**src/i2crbm_pkg.sv**
```systemverilog
// types and constants shared by the i2c register burst master
`timescale 1ns / 1ps

package i2crbm_pkg;

  localparam int COUNT_WIDTH = 16;

  // input item kinds carried on in_tuser
  typedef enum logic [1:0] {
    KIND_CMD  = 2'd0,
    KIND_DATA = 2'd1,
    KIND_TICK = 2'd2
  } kind_t;

  typedef enum logic [3:0] {
    PH_IDLE       = 4'd0,
    PH_START      = 4'd1,
    PH_TX_ADDR_W  = 4'd2,
    PH_ACK_ADDR_W = 4'd3,
    PH_TX_REG     = 4'd4,
    PH_ACK_REG    = 4'd5,
    PH_RESTART    = 4'd6,
    PH_TX_ADDR_R  = 4'd7,
    PH_ACK_ADDR_R = 4'd8,
    PH_RX         = 4'd9,
    PH_MACK       = 4'd10,
    PH_WAIT_DATA  = 4'd11,
    PH_TX_DATA    = 4'd12,
    PH_ACK_DATA   = 4'd13,
    PH_STOP       = 4'd14
  } phase_t;

  typedef struct packed {
    logic       failed;
    logic       done_res;
    logic       read_valid;
    logic [7:0] read_value;
    logic       need_byte;
    logic       sda_level;
    logic       scl_level;
  } result_t;

endpackage

```
**src/i2c_register_burst_master_top.sv**
```systemverilog
// i2c register burst master: bus sequencer with a two-entry result buffer
// an accepted request's result is registered into the output register, or into the skid entry if that is full
// throughput: one request per cycle; the sequencer state updates in one pass
// in_tready drops only when both result registers are full
// reset: synchronous active-low rst_n; bus idle with both lines released high
`timescale 1ns / 1ps

module i2c_register_burst_master_top (
  input  logic        clk,
  input  logic        rst_n,
  input  logic        in_tvalid,
  output logic        in_tready,
  // device_address[6:0], register_address[14:7], is_read[15], byte_count[31:16],
  // data_byte[39:32], sda_sample[40], zero[47:41]
  input  logic [47:0] in_tdata,
  // kind[1:0]
  input  logic [1:0]  in_tuser,
  output logic        out_tvalid,
  input  logic        out_tready,
  // scl_level[0], sda_level[1], need_byte[2], read_value[10:3], failed[11],
  // zero[15:12]
  output logic [15:0] out_tdata,
  // read_valid[0]
  output logic        out_tuser,
  // done_res
  output logic        out_tlast
);

  localparam int CW = i2crbm_pkg::COUNT_WIDTH;

  logic [6:0]  in_dev;
  logic [7:0]  in_reg;
  logic        in_is_read;
  logic [15:0] in_count;
  logic [7:0]  in_data;
  logic        in_sda;

  assign in_dev     = in_tdata[6:0];
  assign in_reg     = in_tdata[14:7];
  assign in_is_read = in_tdata[15];
  assign in_count   = in_tdata[31:16];
  assign in_data    = in_tdata[39:32];
  assign in_sda     = in_tdata[40];

  i2crbm_pkg::phase_t phase_r, phase_nxt;
  logic [2:0]    bit_r, bit_nxt;
  logic [1:0]    slot_r, slot_nxt;
  logic [7:0]    shift_r, shift_nxt;
  logic [CW-1:0] bytes_r, bytes_nxt;
  logic [6:0]    addr_r, addr_nxt;
  logic [7:0]    regi_r, regi_nxt;
  logic          rmode_r, rmode_nxt;
  logic [1:0]    bus_r, bus_nxt;   // {scl, sda}
  logic          nack_r, nack_nxt;

  i2crbm_pkg::result_t res;
  i2crbm_pkg::result_t out_r, skid_r;
  logic out_v_r, skid_v_r;

  logic in_fire, out_fire;

  assign in_tready = !skid_v_r;
  assign in_fire   = in_tvalid && in_tready;
  assign out_fire  = out_tvalid && out_tready;

  always_comb begin
    logic          tx_bit;
    logic          step_done;
    logic [CW-1:0] dec;
    phase_nxt = phase_r;
    bit_nxt   = bit_r;
    slot_nxt  = slot_r;
    shift_nxt = shift_r;
    bytes_nxt = bytes_r;
    addr_nxt  = addr_r;
    regi_nxt  = regi_r;
    rmode_nxt = rmode_r;
    bus_nxt   = bus_r;
    nack_nxt  = nack_r;
    res            = '0;
    res.scl_level  = bus_r[1];
    res.sda_level  = bus_r[0];
    tx_bit    = shift_r[7];
    step_done = 1'b0;
    dec       = bytes_r - CW'(1);

    case (i2crbm_pkg::kind_t'(in_tuser))
      i2crbm_pkg::KIND_CMD: begin
        if (phase_r == i2crbm_pkg::PH_IDLE) begin
          addr_nxt  = in_dev;
          regi_nxt  = in_reg;
          rmode_nxt = in_is_read;
          bytes_nxt = CW'(in_count);
          nack_nxt  = 1'b0;
          phase_nxt = i2crbm_pkg::PH_START;
          shift_nxt = '0;
          bit_nxt   = '0;
          slot_nxt  = '0;
        end
      end
      i2crbm_pkg::KIND_DATA: begin
        if (phase_r == i2crbm_pkg::PH_WAIT_DATA) begin
          phase_nxt = i2crbm_pkg::PH_TX_DATA;
          shift_nxt = in_data;
          bit_nxt   = '0;
          slot_nxt  = '0;
        end
      end
      i2crbm_pkg::KIND_TICK: begin
        case (phase_r)
          i2crbm_pkg::PH_START, i2crbm_pkg::PH_RESTART: begin
            if (slot_r == 2'd0) begin
              res.scl_level = 1'b1;
              res.sda_level = 1'b1;
              slot_nxt = 2'd1;
            end else begin
              res.scl_level = 1'b1;
              res.sda_level = 1'b0;
              bus_nxt  = 2'b00;
              bit_nxt  = '0;
              slot_nxt = '0;
              if (phase_r == i2crbm_pkg::PH_START) begin
                phase_nxt = i2crbm_pkg::PH_TX_ADDR_W;
                shift_nxt = {addr_r, 1'b0};
              end else begin
                phase_nxt = i2crbm_pkg::PH_TX_ADDR_R;
                shift_nxt = {addr_r, 1'b1};
              end
            end
          end
          i2crbm_pkg::PH_TX_ADDR_W, i2crbm_pkg::PH_TX_REG,
          i2crbm_pkg::PH_TX_ADDR_R, i2crbm_pkg::PH_TX_DATA: begin
            res.sda_level = tx_bit;
            case (slot_r)
              2'd0: begin
                res.scl_level = 1'b0;
                slot_nxt = 2'd1;
              end
              2'd1: begin
                res.scl_level = 1'b1;
                slot_nxt = 2'd2;
              end
              default: begin
                res.scl_level = 1'b0;
                bus_nxt   = {1'b0, tx_bit};
                slot_nxt  = '0;
                shift_nxt = {shift_r[6:0], 1'b0};
                if (bit_r == 3'd7) begin
                  // release sda for the ack slot
                  bus_nxt   = 2'b01;
                  step_done = 1'b1;
                end else begin
                  bit_nxt = bit_r + 3'd1;
                end
              end
            endcase
            if (step_done) begin
              shift_nxt = '0;
              bit_nxt   = '0;
              slot_nxt  = '0;
              case (phase_r)
                i2crbm_pkg::PH_TX_ADDR_W: phase_nxt = i2crbm_pkg::PH_ACK_ADDR_W;
                i2crbm_pkg::PH_TX_REG:    phase_nxt = i2crbm_pkg::PH_ACK_REG;
                i2crbm_pkg::PH_TX_ADDR_R: phase_nxt = i2crbm_pkg::PH_ACK_ADDR_R;
                default:                  phase_nxt = i2crbm_pkg::PH_ACK_DATA;
              endcase
            end
          end
          i2crbm_pkg::PH_ACK_ADDR_W, i2crbm_pkg::PH_ACK_REG,
          i2crbm_pkg::PH_ACK_ADDR_R, i2crbm_pkg::PH_ACK_DATA: begin
            res.sda_level = 1'b1;
            case (slot_r)
              2'd0: begin
                res.scl_level = 1'b0;
                slot_nxt = 2'd1;
              end
              2'd1: begin
                res.scl_level = 1'b1;
                nack_nxt = nack_r | in_sda;
                slot_nxt = 2'd2;
              end
              default: begin
                res.scl_level = 1'b0;
                bus_nxt   = 2'b01;
                step_done = 1'b1;
              end
            endcase
            if (step_done) begin
              shift_nxt = '0;
              bit_nxt   = '0;
              slot_nxt  = '0;
              if (nack_r) begin
                phase_nxt = i2crbm_pkg::PH_STOP;
              end else begin
                case (phase_r)
                  i2crbm_pkg::PH_ACK_ADDR_W: begin
                    phase_nxt = i2crbm_pkg::PH_TX_REG;
                    shift_nxt = regi_r;
                  end
                  i2crbm_pkg::PH_ACK_REG: begin
                    if (rmode_r)
                      phase_nxt = i2crbm_pkg::PH_RESTART;
                    else if (bytes_r == '0)
                      phase_nxt = i2crbm_pkg::PH_STOP;
                    else
                      phase_nxt = i2crbm_pkg::PH_WAIT_DATA;
                  end
                  i2crbm_pkg::PH_ACK_ADDR_R: begin
                    if (bytes_r == '0)
                      phase_nxt = i2crbm_pkg::PH_STOP;
                    else
                      phase_nxt = i2crbm_pkg::PH_RX;
                  end
                  default: begin
                    bytes_nxt = dec;
                    if (dec == '0)
                      phase_nxt = i2crbm_pkg::PH_STOP;
                    else
                      phase_nxt = i2crbm_pkg::PH_WAIT_DATA;
                  end
                endcase
              end
            end
          end
          i2crbm_pkg::PH_RX: begin
            res.sda_level = 1'b1;
            if (slot_r == 2'd0) begin
              res.scl_level = 1'b1;
              shift_nxt = {shift_r[6:0], in_sda};
              slot_nxt  = 2'd1;
            end else begin
              res.scl_level = 1'b0;
              bus_nxt  = 2'b01;
              slot_nxt = '0;
              if (bit_r == 3'd7) begin
                res.read_value = shift_r;
                res.read_valid = 1'b1;
                phase_nxt = i2crbm_pkg::PH_MACK;
                bit_nxt   = '0;
              end else begin
                bit_nxt = bit_r + 3'd1;
              end
            end
          end
          i2crbm_pkg::PH_MACK: begin
            // nack on the last byte, ack otherwise
            res.sda_level = (bytes_r == CW'(1));
            case (slot_r)
              2'd0: begin
                res.scl_level = 1'b0;
                slot_nxt = 2'd1;
              end
              2'd1: begin
                res.scl_level = 1'b1;
                slot_nxt = 2'd2;
              end
              default: begin
                res.scl_level = 1'b0;
                bus_nxt   = 2'b01;
                bytes_nxt = dec;
                shift_nxt = '0;
                bit_nxt   = '0;
                slot_nxt  = '0;
                if (dec == '0)
                  phase_nxt = i2crbm_pkg::PH_STOP;
                else
                  phase_nxt = i2crbm_pkg::PH_RX;
              end
            endcase
          end
          i2crbm_pkg::PH_STOP: begin
            res.scl_level = 1'b1;
            if (slot_r == 2'd0) begin
              res.sda_level = 1'b0;
              bus_nxt  = 2'b10;
              slot_nxt = 2'd1;
            end else begin
              res.sda_level = 1'b1;
              bus_nxt      = 2'b11;
              res.done_res = 1'b1;
              res.failed   = nack_r;
              nack_nxt     = 1'b0;
              phase_nxt    = i2crbm_pkg::PH_IDLE;
              shift_nxt    = '0;
              bit_nxt      = '0;
              slot_nxt     = '0;
            end
          end
          default: begin
            // idle or waiting for data: the bus holds its levels
          end
        endcase
      end
      default: begin
      end
    endcase

    res.need_byte = (phase_nxt == i2crbm_pkg::PH_WAIT_DATA);
  end

  always_ff @(posedge clk) begin
    if (!rst_n) begin
      phase_r <= i2crbm_pkg::PH_IDLE;
      bit_r   <= '0;
      slot_r  <= '0;
      shift_r <= '0;
      bytes_r <= '0;
      addr_r  <= '0;
      regi_r  <= '0;
      rmode_r <= 1'b0;
      bus_r   <= 2'b11;
      nack_r  <= 1'b0;
    end else if (in_fire) begin
      phase_r <= phase_nxt;
      bit_r   <= bit_nxt;
      slot_r  <= slot_nxt;
      shift_r <= shift_nxt;
      bytes_r <= bytes_nxt;
      addr_r  <= addr_nxt;
      regi_r  <= regi_nxt;
      rmode_r <= rmode_nxt;
      bus_r   <= bus_nxt;
      nack_r  <= nack_nxt;
    end
  end

  // output register plus skid entry
  always_ff @(posedge clk) begin
    if (!rst_n) begin
      out_v_r  <= 1'b0;
      skid_v_r <= 1'b0;
    end else if (out_fire) begin
      if (skid_v_r) begin
        skid_v_r <= in_fire;
      end else begin
        out_v_r <= in_fire;
      end
    end else if (in_fire) begin
      if (!out_v_r) out_v_r <= 1'b1;
      else skid_v_r <= 1'b1;
    end
  end

  always_ff @(posedge clk) begin
    if (out_fire) begin
      if (skid_v_r) begin
        out_r <= skid_r;
        if (in_fire) skid_r <= res;
      end else if (in_fire) begin
        out_r <= res;
      end
    end else if (in_fire) begin
      if (!out_v_r) out_r <= res;
      else skid_r <= res;
    end
  end

  assign out_tvalid = out_v_r;
  assign out_tdata  = {4'b0000, out_r.failed, out_r.read_value, out_r.need_byte,
                       out_r.sda_level, out_r.scl_level};
  assign out_tuser  = out_r.read_valid;
  assign out_tlast  = out_r.done_res;

`ifndef ASSERT_OFF
  a_skid_behind_out: assert property (@(posedge clk) disable iff (!rst_n)
    skid_v_r |-> out_v_r)
    else $error("skid entry full while output register empty");

  a_idle_bus_released: assert property (@(posedge clk) disable iff (!rst_n)
    phase_r == i2crbm_pkg::PH_IDLE |-> bus_r == 2'b11)
    else $error("bus not released while idle");

  a_wait_scl_low: assert property (@(posedge clk) disable iff (!rst_n)
    phase_r == i2crbm_pkg::PH_WAIT_DATA |-> bus_r == 2'b01)
    else $error("waiting for data without scl low and sda released");

  a_rx_byte_then_mack: assert property (@(posedge clk) disable iff (!rst_n)
    in_fire && res.read_valid |=> phase_r == i2crbm_pkg::PH_MACK)
    else $error("received byte not followed by master ack");

  a_rx_two_slots: assert property (@(posedge clk) disable iff (!rst_n)
    phase_r == i2crbm_pkg::PH_RX |-> slot_r <= 2'd1)
    else $error("receive bit beyond two slots");
`endif

endmodule

```
**config.mk**
```make
export PLATFORM = sky130hd
export DESIGN_NAME = i2c_register_burst_master_top
export DESIGN_NICKNAME = d
export VERILOG_FILES = /design/src/i2crbm_pkg.sv /design/src/i2c_register_burst_master_top.sv
export SDC_FILE = /design/constraint.sdc
export NUM_CORES = 1
export LEC_CHECK = 0
export BUFFER_PORTS_ARGS = -buffer_cell sky130_fd_sc_hd__buf_2
export CAP_MARGIN = 20
export CORE_AREA = 2 2 102 104
export CTS_BUF_LIST = sky130_fd_sc_hd__clkbuf_2
export DETAILED_ROUTE_END_ITERATION = 6
export DIE_AREA = 0 0 104 106
export GPL_TIMING_DRIVEN = 0
export PLACE_DENSITY = 0.74
export SYNTH_ARGS = -nofsm -noshare
export SYNTH_HDL_FRONTEND = slang
export SYNTH_SLANG_ARGS = --single-unit
```
**constraint.sdc**
```tcl
create_clock -name clk -period 6.06 [get_ports clk]
set_input_delay 0 -clock clk [delete_from_list [all_inputs] [get_ports clk]]
set_output_delay 0 -clock clk [all_outputs]
set_load 0.005 [all_outputs]
```
* Yosys cells after proc, flatten, opt, wreduce, memory -nomap -nowiden
Index checks and enable logic that the tools add are counted.
Cells by class: add/subtract/negate cells 2, mux-type cells 109, eq/ne operators 47, bitwise gates (word level) 1, reductions and logical operators 33
Operator list (count):
- 14-bit two-way mux | 9
- 8-bit two-way mux | 11
- 16-bit two-way mux | 5
- 16-bit case mux with 2 select lines | 2
- 8-bit case mux with 6 select lines | 1
- 3-bit two-way mux | 15
- 4-bit two-way mux | 11
- 4-bit case mux with 3 select lines | 3
- 4-bit == test, second input constant | 8
- 16-bit logical NOT | 2
- 3-bit != test, second input constant | 10
- 9-bit two-way mux | 3
- 1-bit two-way mux | 24
- 2-bit two-way mux | 12
- 4-bit case mux with 6 select lines | 1
- 8-bit case mux with 3 select lines | 1
- 11-bit AND reduction | 2
- 16-bit by 1-bit == test with 1-bit output, second input constant | 1
- 4-bit by 3-bit == test with 1-bit output, second input constant | 4
- 2-bit != test, second input constant | 8
- 16-bit by 1-bit subtractor with 16-bit output, second input constant | 1
- 3-bit case mux with 5 select lines | 1
- 2-bit case mux with 6 select lines | 1
- 6-bit AND reduction | 2
- 37 further kinds | 54
Storage, ports and cells: output and inout port bits 20, flip-flop bits (word level) 82

* Logic depth before layout (Yosys ltp)
depth after elaboration 12, depth in mapped cells 10, gate-level depth less buffers 9

* Worst setup path before layout
No wires, ideal clock.
path kind register to register, from register bytes_r[0], to register out_r, in the netlist out_tdata[2] (data pin), slack 3.514 ns, stages on the path, launching flop included 10, path buffers 0, data arrival time 2.366 ns, library setup time 0.180 ns, cells stage by stage dfxtp_1 inv_1 ha_1 nor3b_2 a31o_2 a211oi_1 nor4_4 a31o_2 o2bb2ai_1 o41ai_2
On the way: longest elaborated chain between the ends 12, elaborated cells between the ends (all ways) 20
Ends and longest elaborated chain:
- start: declaration | RTL line i2c_register_burst_master_top.sv:49 | logic [CW-1:0] bytes_r, bytes_nxt;
- start signal: assignment | RTL line i2c_register_burst_master_top.sv:318 | bytes_r <= bytes_nxt;
- 16-bit by 1-bit subtractor with 16-bit output / 16-bit logical NOT (equally long branches) | RTL line i2c_register_burst_master_top.sv:85, i2c_register_burst_master_top.sv:203, i2c_register_burst_master_top.sv:209
- 16-bit logical NOT / 3-bit two-way mux (equally long branches) | RTL line i2c_register_burst_master_top.sv:216, i2c_register_burst_master_top.sv:264, i2c_register_burst_master_top.sv:203
- 3-bit two-way mux / 4-bit two-way mux (equally long branches) | RTL line i2c_register_burst_master_top.sv:216, i2c_register_burst_master_top.sv:201
- 4-bit case mux with 3 select lines | RTL line i2c_register_burst_master_top.sv:195 | case (phase_r)
- 4-bit two-way mux | RTL line i2c_register_burst_master_top.sv:192 | if (nack_r) begin
- 4-bit two-way mux | RTL line i2c_register_burst_master_top.sv:188 | if (step_done) begin
- 4-bit case mux with 6 select lines * | RTL line i2c_register_burst_master_top.sv:110 | case (phase_r)
- 4-bit case mux with 3 select lines * | RTL line i2c_register_burst_master_top.sv:87 | case (i2crbm_pkg::kind_t'(in_tuser))
- 4-bit == test * | RTL line i2c_register_burst_master_top.sv:298 | res.need_byte = (phase_nxt == i2crbm_pkg::PH_WAIT_DATA);
- 14-bit two-way mux (on tied branches) | RTL line i2c_register_burst_master_top.sv:353, i2c_register_burst_master_top.sv:349
- 14-bit two-way mux (on tied branches) | RTL line i2c_register_burst_master_top.sv:352, i2c_register_burst_master_top.sv:346
- 14-bit two-way mux * | RTL line i2c_register_burst_master_top.sv:345 | if (out_fire) begin
- end signal: assignment | RTL line i2c_register_burst_master_top.sv:347 | out_r <= skid_r;
- end signal: assignment | RTL line i2c_register_burst_master_top.sv:350 | out_r <= res;
- end signal: assignment | RTL line i2c_register_burst_master_top.sv:353 | if (!out_v_r) out_r <= res;
- end: declaration | RTL line i2c_register_burst_master_top.sv:57 | i2crbm_pkg::result_t out_r, skid_r;
Mark *: on every way between the ends. The rest lies on a longest branch, timed or not. The select of a mux whose other input is x is not followed. A chain may end at the register's enable or synchronous reset.

* Worst setup path after layout
from register phase_r[0], to register nack_r
On the way: longest elaborated chain between the ends 4, elaborated cells between the ends (all ways) 14
Ends and longest elaborated chain:
- start: declaration | RTL line i2c_register_burst_master_top.sv:45 | i2crbm_pkg::phase_t phase_r, phase_nxt;
- start signal: assignment | RTL line i2c_register_burst_master_top.sv:303 | phase_r <= i2crbm_pkg::PH_IDLE;
- start signal: assignment | RTL line i2c_register_burst_master_top.sv:314 | phase_r <= phase_nxt;
- 4-bit == test (tied with other cells) | RTL line i2c_register_burst_master_top.sv:110
- 4-bit OR reduction | RTL line i2c_register_burst_master_top.sv:110
- 1-bit case mux with 2 select lines (tied with other cells) | RTL line i2c_register_burst_master_top.sv:110
- 1-bit case mux with 2 select lines / 6-bit AND reduction (equally long branches)
- end signal: assignment | RTL line i2c_register_burst_master_top.sv:323 | nack_r <= nack_nxt;
- end: declaration | RTL line i2c_register_burst_master_top.sv:54 | logic nack_r, nack_nxt;
Parallel ways exist; a longest one is shown, timed or not.

==> results.json <==
{
  "synthesis.area_um2": 5320,
  "ys_seq_area_frac": 0.361,
  "die_x_um": 104,
  "grt_pass1_wl_mm": 28.7,
  "viasPerCell": 6.23,
  "path_cells": "buf_2 > buf_1 > buf_1 > o21ai_0 > o2bb2ai_1 > a32oi_1 > a211oi_1 > a21oi_1 > a211oi_1 > dlygate4sd3_1",
  "setup_viol": 0,
  "grt_max_degree": 15,
  "vias": 5790,
  "synth_cell_type_count": 73,
  "cts_tree": "built",
  "peakVddDrop_v": 0.000168,
  "synthCells": 663,
  "place_congestion": 1.00,
  "placed_cells": 865,
  "dp_hpwl_mm": 12.7,
  "slowest_delay_ns": 0.57,
  "period_needed_ns": 3.47,
  "grt_pass1_vias": 5498,
  "final_cell_mix": "86 x nand2_1, 70 x buf_2, 69 x a21oi_1, 54 x dfxtp_1, 48 x nor2_1",
  "hold_violations": 0,
  "track_usage": 0.331,
  "cts_resized": 0,
  "cpMaxStageDelayCell": "dlygate4sd3_1",
  "p_leak_uw": 0.00244,
  "rows": 37,
  "worstPathRequired_ns": 6.56,
  "startpoint_type": "flop",
  "initial_utilization": 0.532,
  "fin_tns_setup_ns": 0,
  "drc_errors": 21,
  "port-buffer-count": 62,
  "async_flop_share": 0,
  "htree_levels": 3,
  "dr.pass1.iters": 7,
  "numCtsBuffers": 9,
  "synth_edf_count": 28,
  "cp.buffers_inverters": 4,
  "avgRoutedWirePerCell_um": 19.6,
  "min_period_over_period": 0.573,
  "power_density_nw_per_um2": 192,
  "syn_area_per_cell_um2": 8.03,
  "clock-sinks": 82,
  "clk_latency_ns": 0.57,
  "fmax_mhz": 288,
  "root_buffer": "clkbuf_2",
  "ios": 74,
  "area_growth_pct": 20.5,
  "tightest_slew_ns": 0.969,
  "drive_gt1_frac": 0.159,
  "core_um2": 10000,
  "antenna_found_initial": 1,
  "worst_ep_arrival_time_ns": 3.97,
  "fin_skew_ns": 0.0569,
  "synth-seq-cells": 82,
  "overflow": 0,
  "slew_headroom": 0.349,
  "worstPathMaxFanout": 10,
  "synth_top_flop_cell": "dfxtp_1",
  "cp-end-kind": "flop",
  "drtIter0Drc": 661,
  "cp_top_family": "buffers and inverters",
  "clockBufferDepth": 2,
  "hold_class": "primary input to flop",
  "clk_pin_slew_ns": 0.27,
  "maxCapViolCount": 0,
  "grt_setup_unrepaired": "false",
  "layout_commonest_cell": "nand2_1",
  "instances_no_fill": 929,
  "postRouteAntennaNets": 0,
  "synth_warnings": 0,
  "fin_util": 0.641,
  "violations": "design-rule violations",
  "fin_nets": 851,
  "die_y_um": 106,
  "outcome": "finished with violations",
  "drt_wl_total_mm": 18.2,
  "slew_violations": 0,
  "die-area_um2": 11000,
  "critical_path_class": "flop to flop"
}
-- area by class of cell --
cell class                 count  area, um^2
sequential                    82        1920
antenna                        1        2.50
buffer                        57         254
timing repair buffer         110         788
tap                          136         170
inverter                      24        90.1
multi-input combinational    503        3070
clock inverter                 5        55.1
fill                         900        3590
clock buffer                  11        55.1
-- repair_timing --
item / CTS / global route
hold buffers: 47 / 0
setup buffers: 0 / 0
hold endpoints to repair: 51 / 0
-- report_power, final --
group	switching, uW	leakage, uW	total, uW	internal [uW]
logic	204	0.00167	332	127
clock network	194	0.0000700	292	98.1
registers	15.4	0.000700	606	590
total	414	0.00244	1230	816
-- sequential cells by signal, indices dropped and copies added (netlist names) --
name,count
out_tdata,12
bus_r,2
out_tlast,1
rmode_r,1
out_tuser,1
bit_r,3
bytes_r,16
phase_r,4
slot_r,2
nack_r,1
out_tvalid,1
skid_v_r,1
shift_r,8
skid_r,14
regi_r,8
addr_r,7
-- kinds of logic after synthesis --
family	after synthesis	synth area share
xor+xnor	3	0.00494
mux	19	0.0390
fa+ha+maj	10	0.0235
other cells	1	0.000705
flops	82	0.361
simple gates	246	0.236
compound gates	221	0.270
buf+inv	81	0.0646
-- synthesized netlist by cell type, types with 3 or more instances --
cell / count / area (um^2)
nand4_1: 4 / 25.0
mux2i_1: 5 / 50.1
nand2_1: 86 / 323
a22o_1: 10 / 87.6
o21ai_0: 47 / 235
a21o_1: 5 / 37.5
nor4_1: 7 / 43.8
nor2_1: 48 / 180
nand3b_1: 4 / 30.0
buf_1: 4 / 15.0
o21a_1: 5 / 37.5
ha_1: 10 / 125
xnor2_1: 3 / 26.3
a41oi_1: 3 / 26.3
nor3_1: 14 / 70.1
and2_1: 15 / 93.8
nand3_1: 17 / 85.1
o221a_2: 6 / 67.6
edfxtp_1: 28 / 841
nand2b_1: 4 / 25.0
a211oi_1: 12 / 90.1
nor2b_1: 8 / 50.1
o22ai_1: 8 / 50.1
or3_1: 8 / 50.1
a21oi_1: 69 / 345
and3_1: 8 / 50.1
o211ai_1: 11 / 82.6
o31ai_1: 3 / 22.5
nor4_4: 3 / 63.8
clkbuf_1: 39 / 146
a31oi_1: 8 / 50.1
buf_4: 4 / 30.0
nor3b_1: 5 / 37.5
dfxtp_1: 54 / 1080
buf_2: 8 / 40.0
o221ai_1: 5 / 43.8
mux2_2: 14 / 158
inv_1: 22 / 82.6
-- metrics by stage --
| stage | worst slack [ns] | cell area (um^2) | hold slack (ns) | power [uW] |
|---|---|---|---|---|
| floorplan | 3.51 | 5330 | 0.100 | 812 |
| global placement | 2.99 | 5810 | 0.210 | 907 |
| detailed placement | 3.07 | 5830 | 0.224 | 911 |
| CTS | 2.69 | 6410 | 0.180 | 1230 |
| global route | 2.39 | 6410 | 0.166 | 1280 |
| finish | 2.59 | 6410 | 0.222 | 1230 |
-- worst reg2reg max path: stages (launching register included) --
cell	delay [ns]
dfxtp_1	0.39
buf_2	0.22
buf_1	0.43
buf_1	0.47
o21ai_0	0.32
o2bb2ai_1	0.23
a32oi_1	0.10
a211oi_1	0.34
a21oi_1	0.11
a211oi_1	0.22
dlygate4sd3_1	0.57
-- worst paths after layout --
check	startpoint	cells past startpoint	endpoint	slack [ns]
setup / recovery	phase_r[0]$_SDFFE_PN0P_	10	nack_r$_SDFFE_PN0P_	2.59
hold / removal	in_tdata[0]	4	addr_r[0]$_SDFFE_PN0P_	0.22
setup reg to reg	phase_r[0]$_SDFFE_PN0P_	10	nack_r$_SDFFE_PN0P_	2.59
hold reg to reg	regi_r[2]$_SDFFE_PN0P_	2	regi_r[2]$_SDFFE_PN0P_	0.47
-- per-layer routing --
metal | up-vias | share of wire | track usage | wire (um)
met3 | 79 | 0.076 | 0.0595 | 1390
met1 | 2717 | 0.42 | 0.419 | 7600
li1 | 2682 | - | - | -
met2 | 312 | 0.46 | 0.545 | 8470
met5 | - | 0 | 0 | 0
met4 | 0 | 0.042 | 0.165 | 765
Power figures use the tool's default switching activity.
